<file path="config.mk">
export PLATFORM = sky130hd
export DESIGN_NAME = modular_exponentiation
export DESIGN_NICKNAME = d
export VERILOG_FILES = /design/src/rtl/modexp_pkg.sv /design/src/rtl/modexp_front.sv /design/src/rtl/modexp_mulmod.sv /design/src/rtl/modexp_back.sv /design/src/rtl/modular_exponentiation.sv
export VERILOG_INCLUDE_DIRS = /design/src /design/src/rtl
export SDC_FILE = /design/constraint.sdc
export NUM_CORES = 1
export LEC_CHECK = 0
export BUFFER_PORTS_ARGS = -buffer_cell sky130_fd_sc_hd__buf_2
export CAP_MARGIN = 20
export CORE_ASPECT_RATIO = 1.2
export CORE_UTILIZATION = 55
export CTS_CLUSTER_SIZE = 30
export DETAILED_ROUTE_END_ITERATION = 8
export PLACE_DENSITY_LB_ADDON = 0.15
export SLEW_MARGIN = 15
export SYNTH_ARGS = -nofsm -noshare
export SYNTH_HDL_FRONTEND = slang
export SYNTH_HIERARCHICAL = 1
export SYNTH_SLANG_ARGS = --single-unit
export TNS_END_PERCENT = 100
</file>
<file path="constraint.sdc">
create_clock -name clk -period 14.8 [get_ports clk]
set_input_delay 2.96 -clock clk [delete_from_list [all_inputs] [get_ports clk]]
set_output_delay 2.96 -clock clk [all_outputs]
set_load 0.03 [all_outputs]
</file>
<file path="src/rtl/modular_exponentiation_macros.svh">
// Assertion macros for the modular exponentiation block.
`ifndef MODULAR_EXPONENTIATION_MACROS_SVH
`define MODULAR_EXPONENTIATION_MACROS_SVH
// Implication checked on every clock edge outside reset.
`define ME_ASSERT_IMP(label, ante, cons) \
	label: assert property (@(posedge clk) disable iff (!arst_n) (ante) |-> (cons)) \
		else $error("assertion failed");
// Next-cycle implication.
`define ME_ASSERT_NXT(label, ante, cons) \
	label: assert property (@(posedge clk) disable iff (!arst_n) (ante) |=> (cons)) \
		else $error("assertion failed");
`endif

</file>
<file path="src/rtl/modexp_pkg.sv">
// Package: widths and shared types for the modular exponentiation block.
package modexp_pkg;
	localparam int WIDTH = 32;
	localparam int CNT_W = $clog2(WIDTH + 1);
	localparam int QDEPTH = 2;
	localparam int QPTR_W = 1;
	localparam int QCNT_W = 2;
	typedef logic [WIDTH-1:0] word_t;
	localparam logic REG_EXPONENT = 1'b0;
	localparam logic REG_MODULUS = 1'b1;
	// Queue entry: base plus classification by the front end.
	typedef struct packed {
		word_t base;
		logic  exp_zero;
		logic  mod_zero;
	} job_t;
endpackage

</file>
<file path="src/rtl/modexp_front.sv">
// Front end: accepts base values, classifies them, and queues jobs.
module modexp_front (
	input  logic                 clk,
	input  logic                 arst_n,
	input  logic                 in_valid,
	output logic                 in_ready,
	input  modexp_pkg::word_t    base_value,
	input  modexp_pkg::word_t    exponent_q,
	input  modexp_pkg::word_t    modulus_q,
	output logic                 job_valid,
	input  logic                 job_ready,
	output modexp_pkg::job_t     job
);
	modexp_pkg::job_t mem_q [modexp_pkg::QDEPTH];
	logic [modexp_pkg::QPTR_W-1:0] wr_q, rd_q;
	logic [modexp_pkg::QCNT_W-1:0] cnt_q;
	logic push, pop;

	assign in_ready = (cnt_q != modexp_pkg::QCNT_W'(modexp_pkg::QDEPTH));
	assign job_valid = (cnt_q != '0);
	assign push = in_valid && in_ready;
	assign pop = job_valid && job_ready;
	assign job = mem_q[rd_q];

	always_ff @(posedge clk) begin
		if (push) begin
			mem_q[wr_q] <= '{base: base_value, exp_zero: (exponent_q == '0),
				mod_zero: (modulus_q == '0)};
		end
	end

	always_ff @(posedge clk or negedge arst_n) begin
		if (!arst_n) begin
			wr_q <= '0;
			rd_q <= '0;
			cnt_q <= '0;
		end else begin
			if (push) wr_q <= wr_q + 1'b1;
			if (pop) rd_q <= rd_q + 1'b1;
			if (push && !pop) cnt_q <= cnt_q + 1'b1;
			else if (pop && !push) cnt_q <= cnt_q - 1'b1;
		end
	end
endmodule

</file>
<file path="src/rtl/modexp_mulmod.sv">
// Shared modular multiplier: shift-and-add, one multiplier bit per cycle.
module modexp_mulmod (
	input  logic               clk,
	input  logic               arst_n,
	input  logic               start,
	input  modexp_pkg::word_t  a,
	input  modexp_pkg::word_t  b,
	input  modexp_pkg::word_t  m,
	output logic               busy,
	output logic               done,
	output modexp_pkg::word_t  p
);
	localparam int W = modexp_pkg::WIDTH;
	localparam logic ST_IDLE = 1'b0, ST_RUN = 1'b1;
	logic st_q;
	modexp_pkg::word_t a_q, b_q, m_q, acc_q;
	logic [modexp_pkg::CNT_W-1:0] cnt_q;
	logic [W:0] dbl, dbl_r, sum, sum_r;
	modexp_pkg::word_t wrap_sum, nxt;

	// acc < m and addend a <= m keep every partial sum below 2m: one subtract each.
	assign dbl = {acc_q, 1'b0};
	assign dbl_r = (dbl >= {1'b0, m_q}) ? dbl - {1'b0, m_q} : dbl;
	assign sum = b_q[W-1] ? dbl_r + {1'b0, a_q} : dbl_r;
	assign sum_r = (sum >= {1'b0, m_q}) ? sum - {1'b0, m_q} : sum;
	// modulus zero: plain product wrapping at the word width
	assign wrap_sum = dbl[W-1:0] + (b_q[W-1] ? a_q : '0);
	assign nxt = (m_q == '0) ? wrap_sum : sum_r[W-1:0];
	assign busy = (st_q == ST_RUN);
	assign p = acc_q;

	always_ff @(posedge clk or negedge arst_n) begin
		if (!arst_n) begin
			st_q <= ST_IDLE;
			done <= 1'b0;
		end else begin
			done <= 1'b0;
			unique case (st_q)
				ST_IDLE: if (start) st_q <= ST_RUN;
				ST_RUN: if (cnt_q == modexp_pkg::CNT_W'(1)) begin
					st_q <= ST_IDLE;
					done <= 1'b1;
				end
			endcase
		end
	end

	always_ff @(posedge clk) begin
		if (st_q == ST_IDLE && start) begin
			a_q <= a;
			b_q <= b;
			m_q <= m;
			acc_q <= '0;
			cnt_q <= modexp_pkg::CNT_W'(W);
		end else if (st_q == ST_RUN) begin
			acc_q <= nxt;
			b_q <= {b_q[W-2:0], 1'b0};
			cnt_q <= cnt_q - 1'b1;
		end
	end
endmodule

</file>
<file path="src/rtl/modexp_back.sv">
// Back end: runs the exponent bit loop on the shared modular multiplier.
module modexp_back (
	input  logic               clk,
	input  logic               arst_n,
	input  logic               job_valid,
	output logic               job_ready,
	input  modexp_pkg::job_t   job,
	input  modexp_pkg::word_t  exponent_q,
	input  modexp_pkg::word_t  modulus_q,
	output logic               out_valid,
	input  logic               out_ready,
	output modexp_pkg::word_t  power_result
);
	localparam int W = modexp_pkg::WIDTH;
	localparam logic [2:0] ST_IDLE = 3'd0, ST_MUL = 3'd1, ST_WMUL = 3'd2,
		ST_SQR = 3'd3, ST_WSQR = 3'd4, ST_OUT = 3'd5, ST_RED = 3'd6, ST_WRED = 3'd7;
	logic [2:0] st_q;
	modexp_pkg::word_t res_q, sq_q, e_q, ma, mb, mp;
	logic mstart, mbusy, mdone;

	modexp_mulmod u_mul (.clk, .arst_n, .start(mstart), .a(ma), .b(mb),
		.m(modulus_q), .busy(mbusy), .done(mdone), .p(mp));

	assign job_ready = (st_q == ST_IDLE);
	assign out_valid = (st_q == ST_OUT);
	assign power_result = res_q;
	assign mstart = (st_q == ST_RED || st_q == ST_MUL || st_q == ST_SQR) && !mbusy;
	// base reduction is base * 1 mod m, so the square operand stays below m
	assign ma = (st_q == ST_RED) ? modexp_pkg::word_t'(1) :
		(st_q == ST_MUL) ? res_q : sq_q;
	assign mb = sq_q;

	always_ff @(posedge clk or negedge arst_n) begin
		if (!arst_n) begin
			st_q <= ST_IDLE;
		end else begin
			unique case (st_q)
				ST_IDLE: if (job_valid) begin
					if (job.exp_zero) st_q <= ST_OUT;
					else st_q <= ST_RED;
				end
				ST_RED: if (!mbusy) st_q <= ST_WRED;
				ST_WRED: if (mdone) st_q <= e_q[0] ? ST_MUL : ST_SQR;
				ST_MUL: if (!mbusy) st_q <= ST_WMUL;
				ST_WMUL: if (mdone) st_q <= (e_q[W-1:1] == '0) ? ST_OUT : ST_SQR;
				ST_SQR: if (!mbusy) st_q <= ST_WSQR;
				ST_WSQR: if (mdone) st_q <= e_q[1] ? ST_MUL : ST_SQR;
				ST_OUT: if (out_ready) st_q <= ST_IDLE;
				default: st_q <= ST_IDLE;
			endcase
		end
	end

	always_ff @(posedge clk) begin
		unique case (st_q)
			ST_IDLE: if (job_valid) begin
				res_q <= modexp_pkg::word_t'(1);
				sq_q <= job.base;
				e_q <= exponent_q;
			end
			ST_WRED: if (mdone) sq_q <= mp;
			ST_WMUL: if (mdone) res_q <= mp;
			ST_WSQR: if (mdone) begin
				sq_q <= mp;
				e_q <= e_q >> 1;
			end
			default: ;
		endcase
	end
endmodule

</file>
<file path="src/rtl/modular_exponentiation.sv">
// Modular exponentiation top level: config registers, front end, back end.
// Sequence (back end idle): an exponent of zero goes straight to out_valid with result 1;
//   else the job takes 1 + ones(e) + msb_index(e) modular multiplies (reduction, multiplies, squares).
// Flow: one transaction at a time in the back end, which takes no new job until the result
//   is accepted; the two-entry queue drops in_ready when full.
// Reset (arst_n low): exponent 0, modulus 1, queue and sequencers empty.
`include "modular_exponentiation_macros.svh"
module modular_exponentiation (
	input  logic                     clk,
	input  logic                     arst_n,
	input  logic                     cfg_we,
	input  logic                     cfg_index,
	input  modexp_pkg::word_t        cfg_data,
	input  logic                     in_valid,
	output logic                     in_ready,
	input  modexp_pkg::word_t        base_value,
	output logic                     out_valid,
	input  logic                     out_ready,
	output modexp_pkg::word_t        power_result
);
	modexp_pkg::word_t exponent_q, modulus_q;
	modexp_pkg::job_t job;
	logic job_valid, job_ready;

	// Configuration registers; the user must write them only while idle, the block does not enforce this.
	always_ff @(posedge clk or negedge arst_n) begin
		if (!arst_n) begin
			exponent_q <= '0;
			modulus_q <= modexp_pkg::word_t'(1);
		end else if (cfg_we) begin
			unique case (cfg_index)
				modexp_pkg::REG_EXPONENT: exponent_q <= cfg_data;
				modexp_pkg::REG_MODULUS: modulus_q <= cfg_data;
				default: ;
			endcase
		end
	end

	modexp_front u_front (.clk, .arst_n, .in_valid, .in_ready, .base_value,
		.exponent_q, .modulus_q, .job_valid, .job_ready, .job);

	modexp_back u_back (.clk, .arst_n, .job_valid, .job_ready, .job,
		.exponent_q, .modulus_q, .out_valid, .out_ready, .power_result);

	`ME_ASSERT_NXT(a_out_hold, out_valid && !out_ready, out_valid && $stable(power_result))
	`ME_ASSERT_IMP(a_job_when_out, out_valid, !job_ready)
endmodule

</file>
**Yosys cells after proc, flatten, opt, wreduce, memory -nomap -nowiden**

Memory sizes are Yosys's and may differ from the RTL's.
Index checks and enable logic that the tools add are counted.

- $add $sub $neg: 9
- Bitwise gates (word level): 2
- Muxes and demuxes: 38
- Reduce and logical (&&, ||, !) cells: 29
- Equal/unequal tests: 18
- Order comparisons: 2

Operators by type and width:

| cell | number |
|---|---|
| $mux 32 | 11 |
| $pmux 32 s2 | 3 |
| $logic_not 32->1 | 3 |
| $ge 33x32->1 | 2 |
| $mux 33 | 2 |
| $add 33x32->33 | 1 |
| $sub 33x32->33 | 1 |
| $add 32x32->32 | 1 |
| $sub 32x32->32 | 1 |
| $logic_not 31->1 | 1 |
| $mux 3 | 9 |
| $pmux 3 s8 | 1 |
| $ne 2x2->1 const B | 7 |
| $eq 3x3->1 const B | 4 |
| $reduce_bool 2->1 | 6 |
| $mux 2 | 5 |
| $reduce_and 3->1 | 3 |
| $reduce_and 8->1 | 1 |
| $eq 3x2->1 const B | 2 |
| $eq 6x1->1 const B | 1 |
| $logic_and 1x1->1 | 6 |
| $mux 1 | 6 |
| $ne 2x1->1 const B | 3 |
| $sub 6x1->6 const B | 1 |
| other kinds (11) | 17 |

- Output and inout bits: 34
- Logic and storage cells: 115
- Register bits: 303
- Memory bits (writable): 68
- Memories kept: 1
- Input port bits: 70

Memory list:

| memory | depth | bits a word | read ports | clocked after memory_dff | write ports | RTL line | source |
|---|---|---|---|---|---|---|---|
| u_front.mem_q | 2 | 34 | 1 | 0 | 1 | modexp_front.sv:14 | `modexp_pkg::job_t mem_q [modexp_pkg::QDEPTH];` |

**Logic depth before layout (Yosys ltp)**

Gate-level depths: netlist of the first run.

- Depth after elaboration: 7
- Gate-level depth with buffers: 36
- Gate-level depth less buffers: 32

**Modules after synthesis**

The synthesis of the first run kept the hierarchy.

Modules (own cells, without submodules):

| module | seq. area each (um^2) | times used | area each (um^2) | cells each |
|---|---|---|---|---|
| modexp_mulmod | 3693.5 | 1 | 12914.9 | 1443 |
| modexp_back | 2957.8 | 1 | 4653.2 | 312 |
| modexp_front | 2142.1 | 1 | 2931.6 | 146 |
| modular_exponentiation | 1602.8 | 1 | 2427.3 | 137 |

**Least setup slack after synthesis of the first run**

Ideal clock, no wire load.

- Path kind: reg2reg
- From: register u_back.u_mul.m_q[16]
- To: register u_back.u_mul.acc_q[1] (netlist: u_back/u_mul/p[1])
- Stages on the path, launching flop included: 36
- Setup time: 122 ps
- Arrival: 6584 ps
- Required time: 14678 ps
- Path slack: 8094 ps
- Path through: edfxtp_1 inv_1 ha_1 buf_6 a21oi_2 o21ai_2 a221oi_2 nor2b_1 o311ai_4 and2_1 buf_4 buf_2 clkbuf_1 o21ai_0 ha_1 buf_2 a21oi_1 o21ai_1 or3_1 a32o_1 a31oi_1 or4b_2 o21ai_0 a311oi_1 ha_1 clkbuf_1 a21o_1 a21oi_1 nor2_1 a31oi_1 a31oi_1 nand2_1 nand3_2 buf_6 nor2_4 a221o_1

- Longest elaborated chain between the ends: 7

Ends and longest elaborated chain:

| element | RTL line | source |
|---|---|---|
| from (decl) | modexp_mulmod.sv:16 | `modexp_pkg::word_t a_q, b_q, m_q, acc_q;` |
| from (signal assigned) | modexp_mulmod.sv:52 | `m_q <= m;` |
| $sub 33x32->33 or $ge 33x32->1 (tied branches) | modexp_mulmod.sv:23 | `assign dbl_r = (dbl >= {1'b0, m_q}) ? dbl - {1'b0, m_q} : dbl;` |
| $mux 33 | modexp_mulmod.sv:23 |  |
| $add 33x32->33 | modexp_mulmod.sv:24 | `assign sum = b_q[W-1] ? dbl_r + {1'b0, a_q} : dbl_r;` |
| $mux 33 | modexp_mulmod.sv:24 |  |
| $ge 33x32->1 or $sub 32x32->32 (tied branches) | modexp_mulmod.sv:25 | `assign sum_r = (sum >= {1'b0, m_q}) ? sum - {1'b0, m_q} : sum;` |
| $mux 32 | modexp_mulmod.sv:25 |  |
| $mux 32 * | modexp_mulmod.sv:28 | `assign nxt = (m_q == '0) ? wrap_sum : sum_r[W-1:0];` |
| to (signal assigned) | modexp_mulmod.sv:56 | `acc_q <= nxt;` |
| to (decl) | modexp_mulmod.sv:16 |  |

Every way passes the cells marked *; elsewhere a longest branch is shown, timed or not.
A chain may end at the register's enable or synchronous reset.

**Worst setup path after layout of the first run**

- From: register u_back.u_mul.acc_q[29] (netlist: u_back/u_mul/p[29])
- To: register u_back.u_mul.acc_q[1] (netlist: u_back/u_mul/p[1])

- Longest elaborated chain between the ends: 7

Ends and longest elaborated chain:

| element | RTL line |
|---|---|
| $sub 33x32->33 or $ge 33x32->1 (tied branches) | modexp_mulmod.sv:23 |
| $mux 33 * | modexp_mulmod.sv:23 |
| $add 33x32->33 | modexp_mulmod.sv:24 |
| $mux 33 * | modexp_mulmod.sv:24 |
| $ge 33x32->1 or $sub 32x32->32 (tied branches) | modexp_mulmod.sv:25 |
| $mux 32 * | modexp_mulmod.sv:25 |
| $mux 32 * | modexp_mulmod.sv:28 |

Marks and branches as above.

==> summary.md, run 1 <==
The flow ran to the end, and the final reports show no timing, DRC or antenna violations. The effective utilization at floorplan was 55.8%; the depth of the worst register-to-register path was 30. Wire segments on met2 add up to 30,400 um in the final route. For the data arrival at the endpoint of the critical path, the log shows 9.10 ns. By startpoint and endpoint, the worst setup path is classified as flip-flop to flip-flop. The logs give 0.115 GHz for the highest clock frequency the design can meet and 2 for the depth of the CTS H-tree. Buffers added to address setup during post-CTS repair amount to 0. TritonCTS created 39 clock buffers. The most numerous cell type found on the critical path is sky130_fd_sc_hd__ha_1.

The number of max-slew violations in the final report was 0. The synthesized area divided by synthesized cell count came out at 11.3 sq um. The die is 188 um wide. On the worst path, the slowest cell contributes a delay of 0.57 ns.

Length of the first detailed-routing pass in iterations: 7. The run gives 0 as the setup violation total in the final timing report. After detailed routing, the number of remaining DRC violations is 0. The net count of the finished layout is 2,308. Setup slack on the critical path of the routed design comes to 6.13 ns.

The CTS root buffer is sky130_fd_sc_hd__clkbuf_16. The detailed router put a total of 25,300 um of wire on met1. The cell area after synthesis was 22,800 sq um. Along the worst path, the maximum fanout reaches 30. In the final layout, flip-flops and latches occupy 10,300 sq um. Detailed placement finished with a half-perimeter wire length of 46,500 um.

After global routing the overflow that remains totals 0. Hold path startpoint: modulus_q[7]. The first global-routing pass estimated 94,300 um of wire. After detailed routing, the total wire length is 61,600 um. For this design the ratio of total power to cell area is 95.8 nW/um^2.

The number of violations reported at the end of detailed-routing iteration 0 is 1,241. Setup repair after global routing left no endpoint under its margin. Clock latency on the worst-skew pair, taken at its later pin, is 0.57 ns. The floorplan step set the die height to 225 um. The clock arrives with 0.0300 ns of skew. Endpoint with the worst hold slack: u_back/u_mul/m_q[7]. Via count normalized by instance count: 6.27. For this run, the number of Yosys warnings is 6.

The clock net in this run drives a total of 369 sinks. The floorplan step defined a die boundary enclosing 42,200 sq um. The final cycle utilization of the critical path was 58.6%; the worst path required time was 15.23 ns.

Worst hold-check path type: flip-flop to flip-flop. The worst-case IR drop observed on VDD is 0.154 mV. Power comes to 0.00240 W. Initial antenna violation count: 0. In the layout the commonest cells are sky130_fd_sc_hd__edfxtp_1 (258), sky130_fd_sc_hd__mux2_2 (176), sky130_fd_sc_hd__ha_1 (129), sky130_fd_sc_hd__nand2_1 (120), sky130_fd_sc_hd__a21oi_1 (112). The run gives 0 as the number of nets with antenna violations after detailed routing. The core box area came out at 40,800 sq um.

The worst pin sits at a relative slew slack of 28.2%. Worst hold path cell count: 0. Counting every net in the synthesized netlist gives 2,227.

The logs give 16,500 for the number of global-route vias before repair and 81 for the number of core rows. The library cell used most frequently in the layout, excluding fill and tap cells, is sky130_fd_sc_hd__edfxtp_1. Maximum number of pins on one net before global-route repair: 66.

Summed over all cells, the static leakage comes to 9.89 nW. Setup TNS: 0 ns. The congestion estimate from routability-driven global placement came to 1.01. The tools report the launching element type of the critical path as a flip-flop. The startpoint of the most critical register-to-register path is u_back/u_mul/p[29]. The tools report the worst setup timing slack at the placement stage as 6.50 ns. From synthesis to final layout, the design area changed by 9.94%.

For this design, the slowest cell found on the critical path is sky130_fd_sc_hd__dfxtp_1. The minimum clock period after layout came out at 8.67 ns. Top layer used by detailed routing: met4. TritonCTS built the clock tree. The actual transition at the worst max-transition pin came out at 1.07 ns.

Slack of the worst reg-to-reg path: 6.13 ns. For the met3 routed wirelength, the log shows 3230 um. The tools report the max-capacitance violation count as 0. Across every metal layer, demand over resource in global routing totals 29.1%.

The logs give 2,024 for the cell count after synthesis and 0 for the number of gates given a new drive strength after cts. After clock tree synthesis, the flow added hold-fix buffers numbering 0. Via count: 16,800. Capture instance of the worst register-to-register path: u_back/u_mul/p[1]. 0 antenna diodes ended up in the layout. The placed cell area came out at 23,700 sq um. Input and output buffers added on the ports amount to 103. Pin placement for this block handled 104 I/O pins. Summing all multi-input logic gate instances after layout gives 11,800 sq um. The run gives 3 as the maximum buffer depth of the clock tree.

The layout has 3,283 filler cells. Clock-pin slew was measured on the worst setup and hold paths at 0.07 ns. Once layout is done, the placed cells without fillers occupy 25,100 sq um. STA classifies the critical path endpoint as a flip-flop. The final count of hold timing violations is 0, and the average wire per standard cell is 23.0 um. Cells with a size suffix above 1 make up 21.3% of the layout.
[state kept, by name, indices dropped and copies added (netlist names)]
signal / count
u_back/power_result: 32
u_back/st_q: 3
u_back/mb: 32
u_back/e_q: 32
u_back/u_mul/busy: 1
u_back/u_mul/b_q: 32
u_front/rd_q: 1
modulus_q: 32
u_front/cnt_q: 2
u_back/u_mul/a_q: 32
u_front/mem_q: 66
u_back/u_mul/cnt_q: 6
u_back/u_mul/m_q: 32
exponent_q: 32
u_back/u_mul/done: 1
u_back/u_mul/p: 32
u_front/wr_q: 1
[metal layers]
metal	GRT usage (%)	vias to the layer above
met1	36.4	8188
met3	3.92	146
met4	13.1	0
met5	0	-
li1	-	7866
met2	50.3	574
[report_power, final]
group	leakage (nW)	switching, W	total, W	internal [W]
clock network	0.653	0.000418	0.00102	0.000598
logic	5.91	0.0000775	0.000160	0.0000824
registers	3.33	0.0000332	0.00122	0.00119
total	9.89	0.000529	0.00240	0.00187
[cell type report]
class	count	share of cell area [%]
tap	539	2.69
clock buffer	47	4.18
multi-input combinational	1496	46.9
timing repair buffer	122	2.65
sequential	369	41.3
clock inverter	24	1.14
inverter	77	1.15
[per-stage QoR]
| stage | instances | util, % | hold slack [ns] |
|---|---|---|---|
| 2_1_floorplan | 2024 | - | 0.419 |
| 3_3_place_gp | 2602 | 58.0 | 0.427 |
| 3_5_place_dp | 2603 | 58.1 | 0.429 |
| 4_1_cts | 2674 | 61.3 | 0.438 |
| 5_1_grt | 2674 | 61.3 | 0.448 |
| 6_report | 2674 | 61.3 | 0.430 |
[critical path, delay by kind of cell, from the launching register on]
family                   cells  cell delay, ns
flip-flops                   1            0.57
adder cells (fa/ha/maj)      3            1.05
XOR/XNOR                     1            0.16
AO/OA/AOI/OAI               12            3.37
buffers and inverters        3            0.59
multiplexers                 2            0.85
AND/OR/NAND/NOR              9            1.91
[how the worst max path moves through the flow]
stage	from	to	slack, ns	depth (start not counted)
floorplan	u_back/u_mul/m_q[16]	u_back/u_mul/p[1]	8.09	35
global placement	u_back/u_mul/p[29]	u_back/u_mul/p[1]	6.75	29
detailed placement	u_back/u_mul/p[29]	u_back/u_mul/p[1]	6.50	30
CTS	u_back/u_mul/p[29]	u_back/u_mul/p[1]	6.45	30
global route	u_back/u_mul/p[29]	u_back/u_mul/p[1]	5.62	31
finish	u_back/u_mul/p[29]	u_back/u_mul/p[1]	6.13	30
Power figures use the tool's default switching activity.
==> inputs of run 2 (changes only) <==
==> constraint.sdc (replaced) <==
create_clock -name clk -period 7.1 [get_ports clk]
set_input_delay 1.42 -clock clk [delete_from_list [all_inputs] [get_ports clk]]
set_output_delay 1.42 -clock clk [all_outputs]
set_load 0.03 [all_outputs]
==> summary.md, run 2 (same netlist as run 1, synthesis figures left out) <==
By startpoint and endpoint, the worst setup path is classified as flip-flop to flip-flop. The tools report the element type at the critical path end as a flip-flop. The actual transition at the worst max-transition pin was 1.13 ns.

Once detailed placement completed, the half-perimeter wirelength came to 52,000 um. Entering global routing, the biggest net connects 70 pins. For this run, the slowest stage of the critical path takes 0.42 ns.

The library cells used most frequently in the layout, excluding fill and tap cells, are sky130_fd_sc_hd__edfxtp_1 (258), sky130_fd_sc_hd__buf_4 (240), sky130_fd_sc_hd__mux2_2 (176), sky130_fd_sc_hd__nand2_1 (118), sky130_fd_sc_hd__ha_1 (108). The maximum clock skew at final layout was 0.0162 ns. Leaving out fill and tap cells, the most frequent cell in the layout is sky130_fd_sc_hd__edfxtp_1. Number of global-route vias before repair: 17,700. Setup repair after global routing could not meet its margin everywhere.

The final estimated routing congestion in global placement is 0.978, and the standby leakage power is 11.0 nW. Maximum buffer depth of the clock tree: 3. The run finished with clean final reports. The via count normalized by instance count was 6.10. The tools report the launching element type of the critical path as a flip-flop. The via count is 17,700, and the area added between synthesis and finish is 19.3%. The region available for standard cell placement spans 40,800 sq um.

The CTS sink count came out at 369. The run gives 31.9% as the all-layer global routing usage. The number of buffers inserted by port buffering was 103.

TritonCTS built the clock tree. The later pin in the worst-skew pair is clocked with a latency of 0.57 ns. The cell type group with the largest total delay on the critical path was compound AO/OA/AOI/OAI gates.

The first global-routing pass estimated 102,000 um of wire. The power per cell area was 180 nW/um^2; the number of buffer and inverter instances along the worst setup path was 6. Number of core rows: 81. Once the floorplan was initialized, standard cells occupied 55.8% of the core.

The routed wire length was 67,700 um. The tools report the data arrival at the endpoint of the critical path as 7.33 ns. The number of buffers inserted for hold repair after clock tree synthesis is 0. CTS root buffer: sky130_fd_sc_hd__clkbuf_16.

Along the worst path, the maximum fanout reaches 12. The max-capacitance violation count is 0, and the number of max-slew violations in the final report is 0. The final count of hold timing violations is 0, and the share of the core filled with cells in the final layout is 66.6%. The tools report the initial antenna violation count as 0.

The finished layout holds 2,897 standard cells, fillers aside. Cells with a size suffix above 1 make up 32.3% of the layout. The die covers 42,200 sq um. The tools report the setup violation total in the final timing report as 0.

The total placed cells including tap cells was 2,810. The tools report the number of violations reported at the end of detailed-routing iteration 0 as 1,221. Clock-pin slew was measured on the worst setup and hold paths at 0.07 ns. For the number of buffers created by CTS, the log shows 39. The cell with the biggest individual delay on the critical path was sky130_fd_sc_hd__edfxtp_1. The headroom to the max-slew limit was 24.6%; the top-level port count was 104. Counting the fill cells in the layout gives 3,147. Worst voltage drop across the vdd grid: 0.256 mV. The multi-input combinational cells in the finished layout cover a total of 12,200 sq um. The first detailed-routing pass ran for 6 iterations. For the worst setup path, the data required time is 7.52 ns. The depth of the CTS H-tree came out at 2. The number of flip-flops in the largest register works out to 66. In the routed design, unresolved DRC markers number 0.

The count of inserted antenna diode cells is 0, and the number of nets with antenna violations after detailed routing is 0. Dividing the detail-routed wire length by the instance count gives 23.4 um. For the final routed database, the setup TNS stands at 0 ns. After the last flow step, the layout net total stands at 2,533. The sequential cells in the finished layout cover a total of 10,300 sq um. Global routing finished with a remaining overflow of 0. The register ranked first by flip-flop count is u_front/mem_q.

The final cycle utilization of the critical path came out at 97.3%. In this run the vertical extent of the chip is 225 um. The horizontal die dimension came out at 188 um. The highest clock frequency the design can meet is 0.145 GHz, and the minimum clock period after layout is 6.91 ns.

The min-delay analysis places its worst path in the category flip-flop to flip-flop.
==> run 2: final timing paths <==
check / startpoint / slack (ns) / end / cells after the start
min in group asynchronous: arst_n / 0.65 / modulus_q[26] / 1
worst min register to register: modulus_q[30] / 0.44 / u_back/u_mul/m_q[30] / 0
worst max register to register: u_back/u_mul/m_q[19] / 0.19 / u_back/u_mul/p[17] / 34
max in group asynchronous: arst_n / 5.32 / u_front/rd_q / 2
worst min-delay path: modulus_q[30] / 0.44 / u_back/u_mul/m_q[30] / 0
worst max-delay path: u_back/u_mul/m_q[19] / 0.19 / u_back/u_mul/p[17] / 34
==> run 2: cell type report <==
type                    instances  share of cell area (%)
clock inverters                20                   0.764
flip-flops and latches        369                    38.0
repair buffers                347                    8.89
multi-input cells            1496                    45.0
well taps                     539                    2.48
inverters                      77                    1.06
clock buffers                  49                    3.80
==> run 2: timing repair <==
item | 4_1_cts | 5_1_grt
pin swaps | 1 | 35
setup buffers | 1 | 16
resized for setup | 11 | 102
cloned | 0 | 1
hold endpoints to repair | 0 | 0
setup endpoints to repair | 22 | 32
==> run 2: per-stage QoR <==
step | hold slack, ns | area, sq um | total power, W | setup slack, ns
5_1_grt | 0.455 | 27200 | 0.00505 | -0.130
4_1_cts | 0.440 | 26600 | 0.00495 | 0.00381
3_5_place_dp | 0.429 | 25300 | 0.00293 | -0.124
6_report | 0.441 | 27200 | 0.00491 | 0.189
2_1_floorplan | 0.419 | 22800 | 0.00280 | 0.394
3_3_place_gp | 0.425 | 25300 | 0.00290 | -0.0189
==> run 2: per-layer routing <==
layer	GRT usage [%]	up-vias	wire length (um)
met3	3.36	171	2640
met2	55.7	496	33800
met4	18.0	0	4050
met1	38.5	8719	27200
met5	0	-	0
li1	-	8299	-
==> run 2: report_power, final <==
group	internal, W	switching [W]	total, W
registers	0.00248	0.0000730	0.00256
logic	0.000171	0.000153	0.000324
clock network	0.00115	0.000873	0.00203
==> inputs of run 3 (changes only) <==
==> constraint.sdc (replaced) <==
create_clock -name clk -period 8.5 [get_ports clk]
set_input_delay 1.7 -clock clk [delete_from_list [all_inputs] [get_ports clk]]
set_output_delay 1.7 -clock clk [all_outputs]
set_load 0.03 [all_outputs]
==> summary.md, run 3 (same netlist as run 1, synthesis figures left out) <==
The run gives 64,000 um as the routed wire length. The run gives 0 as the final count of hold timing violations. TritonCTS built the clock tree. The congestion estimate from routability-driven global placement came to 1.01. The net count of the finished layout is 2,323. In the routed design, unresolved DRC markers number 0.

The maximum fanout along the worst path works out to 28. Data arrival at the endpoint of the critical path: 8.50 ns. In the global route stage, overall resource usage came out at 30.4%. Dividing the final minimum period by the clock period gives 95.0%.

In this run the standard cell core region covers 40,800 sq um. Setup violations remaining at the end of the flow were counted as 0. The run gives 0.0476 ns as the maximum clock skew at final layout. Counting stages on the worst path, the most repeated cell is sky130_fd_sc_hd__o21ai_0.

The cell with the biggest individual delay on the critical path was sky130_fd_sc_hd__a21oi_1. The minimum clock period after layout is 8.08 ns. The element type at the critical path end was a flip-flop. The startpoint of the most critical register-to-register path is u_back/u_mul/p[2]. The worst hold path cell count was 0; the HPWL after detailed placement was 48,200 um. The flow ran to the end, and the final reports show no timing, DRC or antenna violations.

At the end of the flow the core is filled with cells to 61.4%. The number of buffers inserted for hold repair after clock tree synthesis is 0, and the horizontal die dimension is 188 um. The peak per-stage delay on the critical path came out at 0.51 ns.

For the depth of the CTS H-tree, the log shows 2. Dividing total power by cell area gives a power density of 162 nW/um^2. For the via count, the log shows 16,800.

In this design, the largest share of critical-path delay is due to compound AO/OA/AOI/OAI gates. STA classifies the critical path startpoint as a flip-flop. Initial antenna violation count: 0. 0 antenna diodes ended up in the layout. The depth of the worst register-to-register path was 30. For the insertion delay to the later sink of the worst-skew pair, the log shows 0.59 ns. The standby leakage power came out at 9.92 nW.

Across the VDD grid, the largest voltage drop is 0.279 mV. The effective utilization at floorplan is 55.8%. The number of max-slew violations in the final report is 0, and the die boundary height is 225 um. The number of buffers inserted by port buffering was 103. Setup slack on the worst reg-to-reg path comes out at 0.42 ns. The tools report the hold path startpoint as modulus_q[29]. The run gives 0 ns as the setup TNS.

Derived from the worst setup path, the maximum achievable clock frequency is 0.124 GHz. Pin placement for this block handled 104 I/O pins. TritonCTS created 39 clock buffers.

Entering global routing, the biggest net connects 69 pins. The tools report the worst hold slack as 0.434 ns. The worst hold path belongs to the class flip-flop to flip-flop. The library cell used most frequently in the layout, excluding fill and tap cells, is sky130_fd_sc_hd__edfxtp_1.

Via count normalized by instance count: 6.24. CTS placed an instance of sky130_fd_sc_hd__clkbuf_16 at the clock tree root. The top cell types in the final layout, fill and taps aside, are sky130_fd_sc_hd__edfxtp_1 (258), sky130_fd_sc_hd__mux2_2 (176), sky130_fd_sc_hd__ha_1 (129), sky130_fd_sc_hd__nand2_1 (120), sky130_fd_sc_hd__a21oi_1 (112).

At the pin with the least slew margin, the transition time is 1.04 ns. In this run the core area contains 81 standard-cell rows. The number of buffers and inverters on the critical path is 2. The start-to-end type of the worst setup path was flip-flop to flip-flop. Area added between synthesis and finish: 10.1%.

The clock net in this run drives a total of 369 sinks. Dividing the detail-routed wire length by the instance count gives 23.8 um. Setup repair after global routing left no endpoint under its margin.

The logs give 8.93 ns for the worst path required time and 42,200 sq um for the full die area. The tools report the capture instance of the worst register-to-register path as u_back/u_mul/p[25]. Clock-pin slew was measured on the worst setup and hold paths at 0.08 ns. Measured against its own limit, the worst slew margin works out to 30.4%. The number of flip-flops in the largest register works out to 66. In the final layout, the share of cells above drive strength 1 is 21.6%. The endpoint with the worst hold slack was u_back/u_mul/m_q[29].

The number of global-route vias before repair is 16,600. The run gives 0 as the number of buffers inserted to repair setup after CTS. The wire length of the first global-routing pass is 97,500 um. After clock tree synthesis, the repair step resized 0 gates. The total overflow left after global routing is 0.

Ranked by flip-flop count, first place goes to u_front/mem_q. The tools report the number of nets with antenna violations after detailed routing as 0. The clock passes through at most 3 buffers.

Before antenna repair, the detailed router went through 5 iterations. After the first detailed-routing iteration, the DRC count stood at 1,183. The tools report the max-capacitance violation count as 0.
==> run 3: cell type report <==
type                    instances  area (sq um)
clock buffers                  52          1060
inverters                      77           289
well taps                     539           674
multi-input cells            1496         11800
repair buffers                137           813
clock inverters                18           159
flip-flops and latches        369         10300
fillers                      3357         15800
==> run 3: worst max-delay path by stage <==
stage	start	end	cells past startpoint
3_3_place_gp	u_back/u_mul/p[15]	u_back/u_mul/p[25]	31
4_1_cts	u_back/u_mul/p[2]	u_back/u_mul/p[25]	30
3_5_place_dp	u_back/u_mul/p[2]	u_back/u_mul/p[25]	30
6_report	u_back/u_mul/p[2]	u_back/u_mul/p[25]	30
5_1_grt	u_back/u_mul/p[2]	u_back/u_mul/p[27]	30
2_1_floorplan	u_back/u_mul/m_q[16]	u_back/u_mul/p[1]	35
==> run 3: metal layers <==
| layer | part of all wire [%] | vias to the layer above | global-route usage (%) | routed length [um] |
|---|---|---|---|---|
| met1 | 41 | 8234 | 37.2 | 26200 |
| met5 | 0 | - | 0 | 0 |
| met4 | 5.4 | 0 | 16.4 | 3430 |
| li1 | - | 7862 | - | - |
| met3 | 4.2 | 153 | 4.05 | 2670 |
| met2 | 50 | 514 | 52.1 | 31800 |
==> run 3: worst register-to-register path: cells and delay by family, from the launching register on <==
family	cells	cell delay [ns]
adder cells (fa/ha/maj)	3	1.13
AO/OA/AOI/OAI	14	3.62
flip-flops	1	0.47
AND/OR/NAND/NOR	8	1.33
multiplexers	2	0.82
XOR/XNOR	1	0.08
buffers and inverters	2	0.51
==> run 3: power by group <==
part / internal (W) / switching [W]
logic: 0.000143 / 0.000132
clock network: 0.000924 / 0.000739
registers: 0.00207 / 0.0000585
==> run 3: stage by stage <==
stage	total power, W	setup slack, ns	cell area [sq um]	instances
2_1_floorplan	0.00234	1.79	22800	2024
3_3_place_gp	0.00243	0.718	23800	2616
3_5_place_dp	0.00245	0.726	23800	2616
4_1_cts	0.00411	0.695	25100	2686
5_1_grt	0.00420	0.0720	25100	2688
6_report	0.00407	0.423	25100	2688
